### config.mk
export PLATFORM = sky130hd
export DESIGN_NAME = ahbt_queue
export DESIGN_NICKNAME = d
export VERILOG_FILES = /design/src/hdl/ahbt_pkg.sv /design/src/hdl/ahbt_queue.sv
export SDC_FILE = /design/constraint.sdc
export NUM_CORES = 1
export LEC_CHECK = 0
export ABC_AREA = 1
export ABC_CLOCK_PERIOD_IN_PS = 6600
export BUFFER_PORTS_ARGS = -buffer_cell sky130_fd_sc_hd__buf_2
export CELL_PAD_IN_SITES_DETAIL_PLACEMENT = 0
export CELL_PAD_IN_SITES_GLOBAL_PLACEMENT = 2
export CORE_ASPECT_RATIO = 0.75
export CORE_MARGIN = 4
export CORE_UTILIZATION = 25
export DETAILED_ROUTE_END_ITERATION = 8
export PLACE_DENSITY_LB_ADDON = 0.3
export RECOVER_POWER = 100
export SETUP_SLACK_MARGIN = 0.1
export SYNTH_ARGS = -nofsm -noshare
export SYNTH_HDL_FRONTEND = slang
export SYNTH_SLANG_ARGS = --single-unit
### constraint.sdc
create_clock -name i_clk -period 6.6 [get_ports i_clk]
set_input_delay 0.33 -clock i_clk [delete_from_list [all_inputs] [get_ports i_clk]]
set_output_delay 0.33 -clock i_clk [all_outputs]
set_load 0.01 [all_outputs]
### src/hdl/ahbt_pkg.sv
// shared types and constants of the access hazard barrier tracker
package ahbt_pkg;

    // word field widths
    localparam int TASK_W   = 16;
    localparam int RID_W    = 6;
    localparam int STAGE_W  = 32;
    localparam int TYPE_W   = 2;
    localparam int LAYOUT_W = 4;

    // largest resource count a resource id can address
    localparam int RES_MAX = 2 ** RID_W;
    // slot number: buffers first, images after them
    localparam int SLOT_W  = RID_W + 1;

    // defaults of the top level parameters
    localparam int DEF_RESOURCES  = 64;
    localparam int DEF_STAGE_BITS = 32;
    localparam int DEF_TASK_BITS  = 16;

    // depth of the queue between front and back
    localparam int Q_DEPTH = 2;

    // command codes
    localparam logic CMD_DECLARE = 1'b0;
    localparam logic CMD_ACCESS  = 1'b1;

    // access type bits
    localparam int TYPE_READ_BIT  = 0;
    localparam int TYPE_WRITE_BIT = 1;

    // classified access word, front to back
    typedef struct packed {
        logic                cmd;
        logic [TASK_W-1:0]   task_idx;
        logic                is_image;
        logic [RID_W-1:0]    resource_id;
        logic [STAGE_W-1:0]  new_stages;
        logic [TYPE_W-1:0]   new_type;
        logic [LAYOUT_W-1:0] acc_layout;
        logic                ign;
        logic [SLOT_W-1:0]   slot;
        logic [RID_W-1:0]    lidx;
    } t_acc_item;

    // barrier word as it leaves the block
    typedef struct packed {
        logic                barrier_valid;
        logic [TASK_W-1:0]   barrier_place;
        logic [STAGE_W-1:0]  awaited_stages;
        logic [TYPE_W-1:0]   awaited_type;
        logic [STAGE_W-1:0]  waiting_stages;
        logic [TYPE_W-1:0]   waiting_type;
        logic [LAYOUT_W-1:0] lay_before;
        logic [LAYOUT_W-1:0] lay_after;
        logic                img_barrier;
        logic [RID_W-1:0]    barrier_resource;
    } t_bar_word;

endpackage

### src/hdl/ahbt_queue.sv
// short fifo that decouples front and back
module ahbt_queue import ahbt_pkg::*; (
    input  logic      i_clk,
    input  logic      i_rst_n,
    input  logic      i_push_valid,
    output logic      o_push_ready,
    input  t_acc_item i_push_data,
    output logic      o_pop_valid,
    input  logic      i_pop_ready,
    output t_acc_item o_pop_data
);

    localparam int Q_AW = (Q_DEPTH > 1) ? $clog2(Q_DEPTH) : 1;
    localparam int CNT_W = $clog2(Q_DEPTH + 1);

    t_acc_item        r_mem [Q_DEPTH];
    logic [Q_AW-1:0]  r_wr_ptr;
    logic [Q_AW-1:0]  r_rd_ptr;
    logic [CNT_W-1:0] r_count;
    logic             push;
    logic             pop;

    assign o_push_ready = (r_count != CNT_W'(Q_DEPTH));
    assign o_pop_valid  = (r_count != '0);
    assign o_pop_data   = r_mem[r_rd_ptr];
    assign push         = i_push_valid && o_push_ready;
    assign pop          = o_pop_valid && i_pop_ready;

    always_ff @(posedge i_clk) begin
        if (push) begin
            r_mem[r_wr_ptr] <= i_push_data;
        end
    end

    always_ff @(posedge i_clk) begin
        if (!i_rst_n) begin
            r_wr_ptr <= '0;
            r_rd_ptr <= '0;
            r_count  <= '0;
        end else begin
            if (push) begin
                r_wr_ptr <= (r_wr_ptr == Q_AW'(Q_DEPTH - 1)) ? '0 : r_wr_ptr + 1'b1;
            end
            if (pop) begin
                r_rd_ptr <= (r_rd_ptr == Q_AW'(Q_DEPTH - 1)) ? '0 : r_rd_ptr + 1'b1;
            end
            if (push && !pop) begin
                r_count <= r_count + 1'b1;
            end else if (pop && !push) begin
                r_count <= r_count - 1'b1;
            end
        end
    end

endmodule

==> reports/metrics.csv, run 1 <==
metric;value;unit
r2r-start;r_count[0];
drive_gt1_frac;0.3004;
layout_setup_ws;2.758;ns
hold_slack;0.1040;ns
crit_type;register to register;
path_common_cell;nand2_1;
synth_edf_count;152;
ys_warn_count;0;
gr-total-overflow;0;
synth-seq-area-share;0.7935;
fmax;260.3;MHz
setup_tns;0;ns
grt_util_met1;0.1116;
via_count;2977;
antenna_found_initial;0;
port_buffers;157;
synth_cell_types;16;
crit_path_start;r_count[0];
num-nets-final;525;
pre_cts_ws;3.993;ns
failed_checks;capacitance limit, slew limit;
design.portCount;158;
core_area;23060;sq um
required;6.65;ns
cp.depth;5;
crit_chain;inv_1 > nand2_1 > nand2_1 > nor2_1 > buf_4;
grt_busiest_layer;met2;
syn2layout_area_growth;25.46;%
clock-sinks;157;
hold_buffers;0;
crit_buf_inv;2;
min_period_over_period;0.5821;
fp-row-count;48;
critPathMaxFanout;47;
endpoint;r_mem[1][12];
leakage;0.002542;uW
rsz0062_at_grt;no;
synth-seq-cells;157;
startpoint_type;register;
grt_pass1_vias;3233;
postCtsResizedCells;0;
die_area;26060;sq um
crit_arrival;3.89;ns
cts_max_path_buffers;2;
synth_top_area_cell;edfxtp_1;
clk_latency;0.41;ns
gp_congestion;0.6962;
avgSynthCellArea;21.53;sq um
yosysMostFrequentCell;edfxtp_1;
drt-pass1-iter-count;5;
r2r-end;r_mem[1][12];
ant_nets;0;
status;complete, but fails checks;
cts_buffers;17;
clkTransAtPathRegs;0.06;ns
grt_use_met3;0.04617;
diodes;0;
syn_inst;273;
async_reset_ff_frac;0;
hold_class;input pin to register;
grt_pass1_wl;17790;microns
finalPower;2913;uW
post-cts-setup-buffers;0;
die_x;185.1;microns
htree_levels;4;
finalClockSkew;0.004991;ns
ir_worst_vdd;0.1994;mV
min_period;3.842;ns
cpPeakStageDelay;1.96;ns
cts_tree;yes;
drt-vias-per-instance;3.938;
dp.final_hpwl;7812;microns
worst_r2r_path_depth;5;
start_util;0.2549;
syn_nets;354;
wl;11960;microns
setup_viol;0;
die_h;140.8;microns
slew_violations;96;
synth_area_leaders;edfxtp_1 78%, mux2_4 10%, mux2_2 6.9%;
power.density;395.0;nW/um^2
worstSetupEndpointType;register;
critPathTopFamily;simple AND/OR/NAND/NOR gates;
use_met2;0.1416;
maxCapViolCount;2;
hold_violations;0;
root_buffer;clkbuf_16;
synth_top_area_frac;0.7765;
tightest_slew;2.666;ns
cpMaxStageDelayCell;nor2_1;
grt_max_degree;77;
max_slew_margin;-0.7842;
ys.flop_type;edfxtp_1;
drc;0;
synth_area;5878;sq um
track_usage;0.09104;
yosys-top-cells-count;152 x edfxtp_1, 40 x mux2_4, 36 x mux2_2, 9 x nand2_1;
r2r_slack;2.76;ns
drtIter0Drc;110;
wire_per_inst;15.81;microns
## sequential cells by signal, indices dropped and copies added (netlist names), named ones only
register / cells
r_wr_ptr: 1
r_count: 2
r_rd_ptr: 1
r_mem: 152
## worst min-delay path by stage
stage / startpoint / to / depth (start not counted)
finish: i_push_data[0] / r_mem[1][0] / 1
global route: i_push_data[58] / r_mem[0][58] / 1
CTS: i_push_data[55] / r_mem[0][55] / 1
detailed placement: r_rd_ptr / r_rd_ptr / 2
global placement: r_rd_ptr / r_rd_ptr / 2
floorplan: i_push_data[0] / r_mem[0][0] / 0
## report_power, final
| group | internal (uW) | switching (uW) | total [uW] |
|---|---|---|---|
| clock network | 667 | 372 | 1040 |
| registers | 1260 | 37.1 | 1300 |
| logic | 228 | 345 | 573 |
## cell usage in the layout, fill, tap and decap left out
cell	count
mux2_4	2
clkinvlp_4	1
dfxtp_1	5
nand2_1	9
inv_1	8
inv_6	1
clkbuf_2	1
mux2_2	33
clkbuf_16	17
buf_4	2
nor2_1	7
edfxtp_1	152
nand3_1	1
clkinv_4	1
a21oi_1	1
mux2_1	41
o21ai_0	2
clkinv_2	3
clkbuf_1	88
buf_1	1
buf_2	70
o21a_1	1
nand4_1	1
nor2_4	1
bufinv_16	5
clkinv_1	1
ha_1	1
## layout make-up
type | count | area, sq um
fill | 2339 | 15690
timing repair buffer | 160 | 696.9
clock inverter | 12 | 193.9
multi-input combinational | 100 | 980.9
tap | 300 | 375.4
inverter | 8 | 30.03
clock buffer | 19 | 432.9
sequential | 157 | 4664
## metal layers
layer,up-vias,share of wire
met3,5,0.075
met5,-,0
met2,104,0.44
met1,1472,0.47
li1,1396,-
met4,0,0.0069
## cell families (layout without fill, tap and decap cells)
family                   Yosys count  in the layout  share of synthesized area
adder cells (fa/ha/maj)            1              1                   0.002128
multiplexers                      76             76                     0.1711
AND/OR/NAND/NOR                   19             19                    0.01277
buffers and inverters             16            199                    0.01660
flip-flops                       157            157                     0.7935
AO/OA/AOI/OAI                      4              4                   0.003831
## metrics by stage
stage / util / instances / cell area [sq um]
finish: 0.3198 / 756 / 7375
global route: 0.3198 / 756 / 7375
CTS: 0.3313 / 756 / 7640
detailed placement: 0.3041 / 725 / 7013
global placement: 0.3041 / 725 / 7013
floorplan: - / 273 / 5878
(Power assumes the default switching activity.)
==> inputs of run 2 (changes only) <==
--- a/config.mk
+++ b/config.mk
@@ -6,7 +6,7 @@
 export NUM_CORES = 1
 export LEC_CHECK = 0
 export ABC_AREA = 1
-export ABC_CLOCK_PERIOD_IN_PS = 6600
+export ABC_CLOCK_PERIOD_IN_PS = 3300
 export BUFFER_PORTS_ARGS = -buffer_cell sky130_fd_sc_hd__buf_2
 export CELL_PAD_IN_SITES_DETAIL_PLACEMENT = 0
 export CELL_PAD_IN_SITES_GLOBAL_PLACEMENT = 2
==> constraint.sdc (replaced) <==
create_clock -name i_clk -period 3.3 [get_ports i_clk]
set_input_delay 0.165 -clock i_clk [delete_from_list [all_inputs] [get_ports i_clk]]
set_output_delay 0.165 -clock i_clk [all_outputs]
set_load 0.01 [all_outputs]
==> reports/metrics.csv, run 2 (synthesized netlist as in run 1, its figures left out) <==
metric;value;unit;change
status;complete, no violations;;
wl;12230;microns;+2.3%
drc;0;;unchanged
endpoint;r_mem[0][56];;
cts_max_path_buffers;2;;unchanged
maxCapViolCount;0;;-2
tightest_slew;1.181;ns;-1.486 ns
fin_cells;835;;+10%
htree_levels;4;;unchanged
critPathTopFamily;buffers and inverters;;
min_period;2.176;ns;-1.666 ns
drt-pass1-iter-count;4;;-1
r2r-start;r_count[0];;
dpl_cell_area;7041;sq um;+0.39%
fp-row-count;48;;unchanged
setup_viol;0;;unchanged
antenna_found_initial;0;;unchanged
worstSetupEndpointType;register;;
rsz0062_at_grt;no;;
slew_violations;0;;-100%
final_cell_mix;152 x edfxtp_1, 94 x clkbuf_1, 76 x dlygate4sd3_1, 59 x buf_2, 40 x mux2_1;;
setup_tns;0;ns;unchanged
grt_pass1_wl;18820;microns;+5.8%
worst_r2r_path_depth;5;;unchanged
fmax;459.5;MHz;+77%
crit_arrival;2.20;ns;-1.69 ns
cp.depth;5;;unchanged
min_path_cells;3;;+2
design.portCount;158;;unchanged
wire_per_inst;14.65;microns;-7.4%
dpl.cell_count;727;;+0.28%
largest_reg_flops;152;;unchanged
cpPeakStageDelay;0.87;ns;-1.09 ns
drtIter0Drc;103;;-6.4%
port_buffers;157;;unchanged
critPathMaxFanout;42;;-11%
crit_chain;inv_1 > nand2_1 > nand2_1 > nor2_1 > clkbuf_2;;
r2r-end;r_mem[0][56];;
top_regs;r_mem (152), r_count (2);;
leakage;0.002828;uW;+11%
layout_setup_ws;1.124;ns;-1.634 ns
crit_buf_inv;2;;unchanged
core_area;23060;sq um;unchanged
drive_gt1_frac;0.2561;;-0.04436
gr-total-overflow;0;;unchanged
grt_pass1_vias;3530;;+9.2%
cpMaxStageDelayCell;clkbuf_2;;
crit_type;register to register;;
track_usage;0.09443;;+0.003393
path_common_cell;nand2_1;;
gp_congestion;0.6788;;-2.5%
final_common_cell;edfxtp_1;;
die_area;26060;sq um;unchanged
finalClockSkew;0.01256;ns;+0.007567 ns
die_h;140.8;microns;unchanged
dp.final_hpwl;7951;microns;+1.8%
regMostFlops;r_mem;;
clock-sinks;157;;unchanged
required;3.32;ns;-3.33 ns
syn2layout_area_growth;38.02;%;
cts_tree;yes;;
min_period_over_period;0.6594;;+0.07735
root_buffer;clkbuf_16;;
ant_nets;0;;unchanged
hold_violations;0;;unchanged
clk_latency;0.41;ns;about the same
diodes;0;;unchanged
r2r_slack;1.12;ns;-1.63 ns
clkTransAtPathRegs;0.06;ns;about the same
num-nets-final;603;;+15%
drt-vias-per-instance;3.935;;about the same
via_count;3286;;+10%
pre_cts_ws;1.481;ns;-2.513 ns
fin_area;8113;sq um;+10%
die_x;185.1;microns;unchanged
start_util;0.2549;;unchanged
cts_buffers;17;;unchanged
grt_max_degree;46;;-40%
ir_worst_vdd;0.3018;mV;+51%
crit_path_start;r_count[0];;
startpoint_type;register;;
power.density;710.2;nW/um^2;+80%
max_slew_margin;0.2130;;+0.9972
hold_class;input pin to register;;
postCtsResizedCells;0;;unchanged
[run 2: layout make-up]
cell class	count	area (sq um)
fill	2305	14950
sequential	157	4668
timing repair buffer	238	1470
multi-input combinational	100	980.9
clock buffer	18	429.2
tap	300	375.4
clock inverter	14	158.9
inverter	8	30.03
[run 2: per-stage QoR]
step / total power (uW) / util / hold WS [ns]
after floorplan: 3524 / - / 0.2639
after global placement: 3992 / 0.3053 / 0.3530
after detailed placement: 4009 / 0.3053 / 0.3565
after CTS: 6054 / 0.3638 / 0.001483
after global routing: 6085 / 0.3518 / 0.02598
final: 5762 / 0.3518 / 0.02356
[run 2: where the power goes]
group | internal (uW) | switching (uW) | leakage (uW)
Combinational | 509 | 676 | 0.00109
Sequential | 2530 | 106 | 0.00146
Clock | 1130 | 812 | 0.000277
[run 2: worst min-delay path by stage]
stage / startpoint / slack (ns) / to
global route: i_rst_n / 0.03 / r_count[1]
global placement: i_push_data[67] / 0.35 / r_mem[0][67]
floorplan: i_push_data[0] / 0.26 / r_mem[0][0]
finish: i_rst_n / 0.02 / r_count[1]
CTS: i_rst_n / 0.001 / r_count[1]
detailed placement: i_push_data[31] / 0.36 / r_mem[0][31]
[run 2: metal layers]
metal | vias to the layer above | share of wire | global-route usage
met3 | 9 | 0.066 | 0.03714
met4 | 0 | 0.0073 | 0.02664
met5 | - | 0 | 0
met1 | 1603 | 0.48 | 0.1259
met2 | 117 | 0.45 | 0.1437
li1 | 1557 | - | -
[run 2: worst register-to-register path, delay by kind of cell, from the launching register on]
family                 cells  cell delay, ns
AND/OR/NAND/NOR            3            0.39
flip-flops                 1            0.36
buffers and inverters      2            0.98
[run 2: repair_timing]
item / CTS / global route
buffers inserted: 0 / 0
endpoints found under the hold margin: 152 / 0
hold buffers: 76 / 0
==> inputs of run 3 (changes only) <==
--- a/config.mk
+++ b/config.mk
@@ -6,7 +6,7 @@
 export NUM_CORES = 1
 export LEC_CHECK = 0
 export ABC_AREA = 1
-export ABC_CLOCK_PERIOD_IN_PS = 3300
+export ABC_CLOCK_PERIOD_IN_PS = 1900
 export BUFFER_PORTS_ARGS = -buffer_cell sky130_fd_sc_hd__buf_2
 export CELL_PAD_IN_SITES_DETAIL_PLACEMENT = 0
 export CELL_PAD_IN_SITES_GLOBAL_PLACEMENT = 2
==> constraint.sdc (replaced) <==
create_clock -name i_clk -period 1.9 [get_ports i_clk]
set_input_delay 0.095 -clock i_clk [delete_from_list [all_inputs] [get_ports i_clk]]
set_output_delay 0.095 -clock i_clk [all_outputs]
set_load 0.01 [all_outputs]
==> reports/metrics.csv, run 3 (synthesized netlist as in run 1, its figures left out) <==
metric;value;unit;change
fp-row-count;48;;unchanged
finalPower;10240;uW;+78%
port_buffers;157;;unchanged
drt-pass1-iter-count;4;;unchanged
utilization;0.3585;;+0.006673
power.density;1238;nW/um^2;+74%
required;1.80;ns;-1.52 ns
track_usage;0.09942;;+0.004993
design.portCount;158;;unchanged
grt_util_met1;0.1333;;+0.007414
ant_nets;0;;unchanged
grt_pass1_vias;3524;;-0.17%
regMostFlops;r_mem;;
slew_violations;0;;unchanged
leakage;0.002890;uW;+2.2%
postCtsResizedCells;0;;unchanged
crit_type;register to output port;;
via_count;3303;;+0.52%
crit_arrival;1.66;ns;-0.54 ns
syn2layout_area_growth;40.63;%;
dp.final_hpwl;8606;microns;+8.2%
die_h;140.8;microns;unchanged
drc;0;;unchanged
fmax;570.4;MHz;
setup_viol;0;;unchanged
top_regs;r_mem (152), r_count (2);;
die_area;26060;sq um;unchanged
root_buffer;clkbuf_16;;
max_slew_margin;0.5879;;+0.3749
min_path_cells;4;;+1
hold_violations;0;;unchanged
worstSetupEndpointType;output port;;
start_util;0.2549;;unchanged
min_period;1.753;ns;
grt_pass1_wl;19410;microns;+3.1%
cts_buffers;17;;unchanged
grt_use_met3;0.03302;;-0.004127
final_cell_mix;152 x edfxtp_1, 112 x clkbuf_1, 77 x dlygate4sd3_1, 45 x buf_2, 33 x mux2_2;;
ir_worst_vdd;0.4200;mV;+39%
drt-vias-per-instance;3.923;;-0.32%
wl;12900;microns;+5.4%
diodes;0;;unchanged
startpoint_type;register;;
final_common_cell;edfxtp_1;;
clk_latency;0.42;ns;about the same
critPathMaxFanout;20;;-52%
num-nets-final;611;;+1.3%
wire_per_inst;15.32;microns;+4.6%
drtIter0Drc;126;;+22%
min_period_over_period;0.9227;;
grt_max_degree;40;;-13%
worst_r2r_path_depth;5;;unchanged
tightest_slew;0.6181;ns;-0.5624 ns
status;complete, no violations;;
antenna_found_initial;0;;unchanged
clkTransAtPathRegs;0.06;ns;about the same
rsz0062_at_grt;no;;
cts_tree;yes;;
largest_reg_flops;152;;unchanged
cts_max_path_buffers;2;;unchanged
use_met2;0.1522;;+0.008444
hold_class;input pin to register;;
maxCapViolCount;0;;unchanged
die_x;185.1;microns;unchanged
gp_congestion;0.6879;;+1.3%
clock-sinks;157;;unchanged
core_area;23060;sq um;unchanged
grt_busiest_layer;met2;;
finalClockSkew;0.007245;ns;-0.005313 ns
drive_gt1_frac;0.2731;;+0.01699
htree_levels;4;;unchanged
gr-total-overflow;0;;unchanged
[run 3: cell count changes in the layout (fill, tap and decap cells not counted), moves of 2 or more]
| cell | delta |
|---|---|
| mux2_4 | +20 |
| mux2_1 | -19 |
| clkbuf_1 | +18 |
| buf_2 | -14 |
| clkbuf_2 | -8 |
| buf_4 | +4 |
| clkbuf_4 | +4 |
| clkinv_4 | -2 |
| nand2_1 | -2 |
[run 3: metal layers]
layer	routed length (microns)	share of wire
met4	157	0.012
met5	0	0
met1	6254	0.48
met2	5642	0.44
met3	840	0.065
[run 3: metrics by stage]
step                hold WS (ns)  setup TNS (ns)  cell area (sq um)  worst slack, ns  cells
floorplan                 0.1939          -27.84               5909          -0.1937    273
global placement          0.2828               0               7154           0.5024    730
detailed placement        0.2872               0               7154           0.4964    730
CTS                      0.08789               0               8519           0.1049    839
global route              0.1437               0               8267          0.06181    842
finish                    0.1411               0               8267           0.1468    842
[run 3: cell type report]
| class | count | area, sq um |
|---|---|---|
| clock buffer | 17 | 425.4 |
| clock inverter | 14 | 161.4 |
| fill | 2278 | 14800 |
| inverter | 8 | 30.03 |
| multi-input combinational | 100 | 1074 |
| sequential | 157 | 4668 |
| tap | 300 | 375.4 |
| timing repair buffer | 246 | 1533 |
[run 3: worst paths after layout]
kind,end,start,slack (ns)
worst min-delay path,r_wr_ptr,i_push_valid,0.14
worst max register to register,r_mem[0][44],r_count[0],0.18
worst min register to register,register,r_rd_ptr,0.50
worst max-delay path,o_pop_data[63],register,0.15
[run 3: where the power goes]
group          leakage, uW  internal [uW]  switching, uW  total, uW
Sequential         0.00146           4380            143       4520
Combinational      0.00115           1050           1290       2340
Clock             0.000277           1960           1410       3370
[run 3: critical path: stages (launching register included)]
cell and delay [ns]:
dfxtp_4 0.44, buf_6 0.26, mux2_1 0.38, buf_2 0.16
[run 3: repair_timing]
action | in CTS | in global routing
buffers inserted | 1 | 3
hold buffers | 77 | 0
endpoints found under the hold margin | 157 | 0
endpoints found under the setup margin | 60 | 4
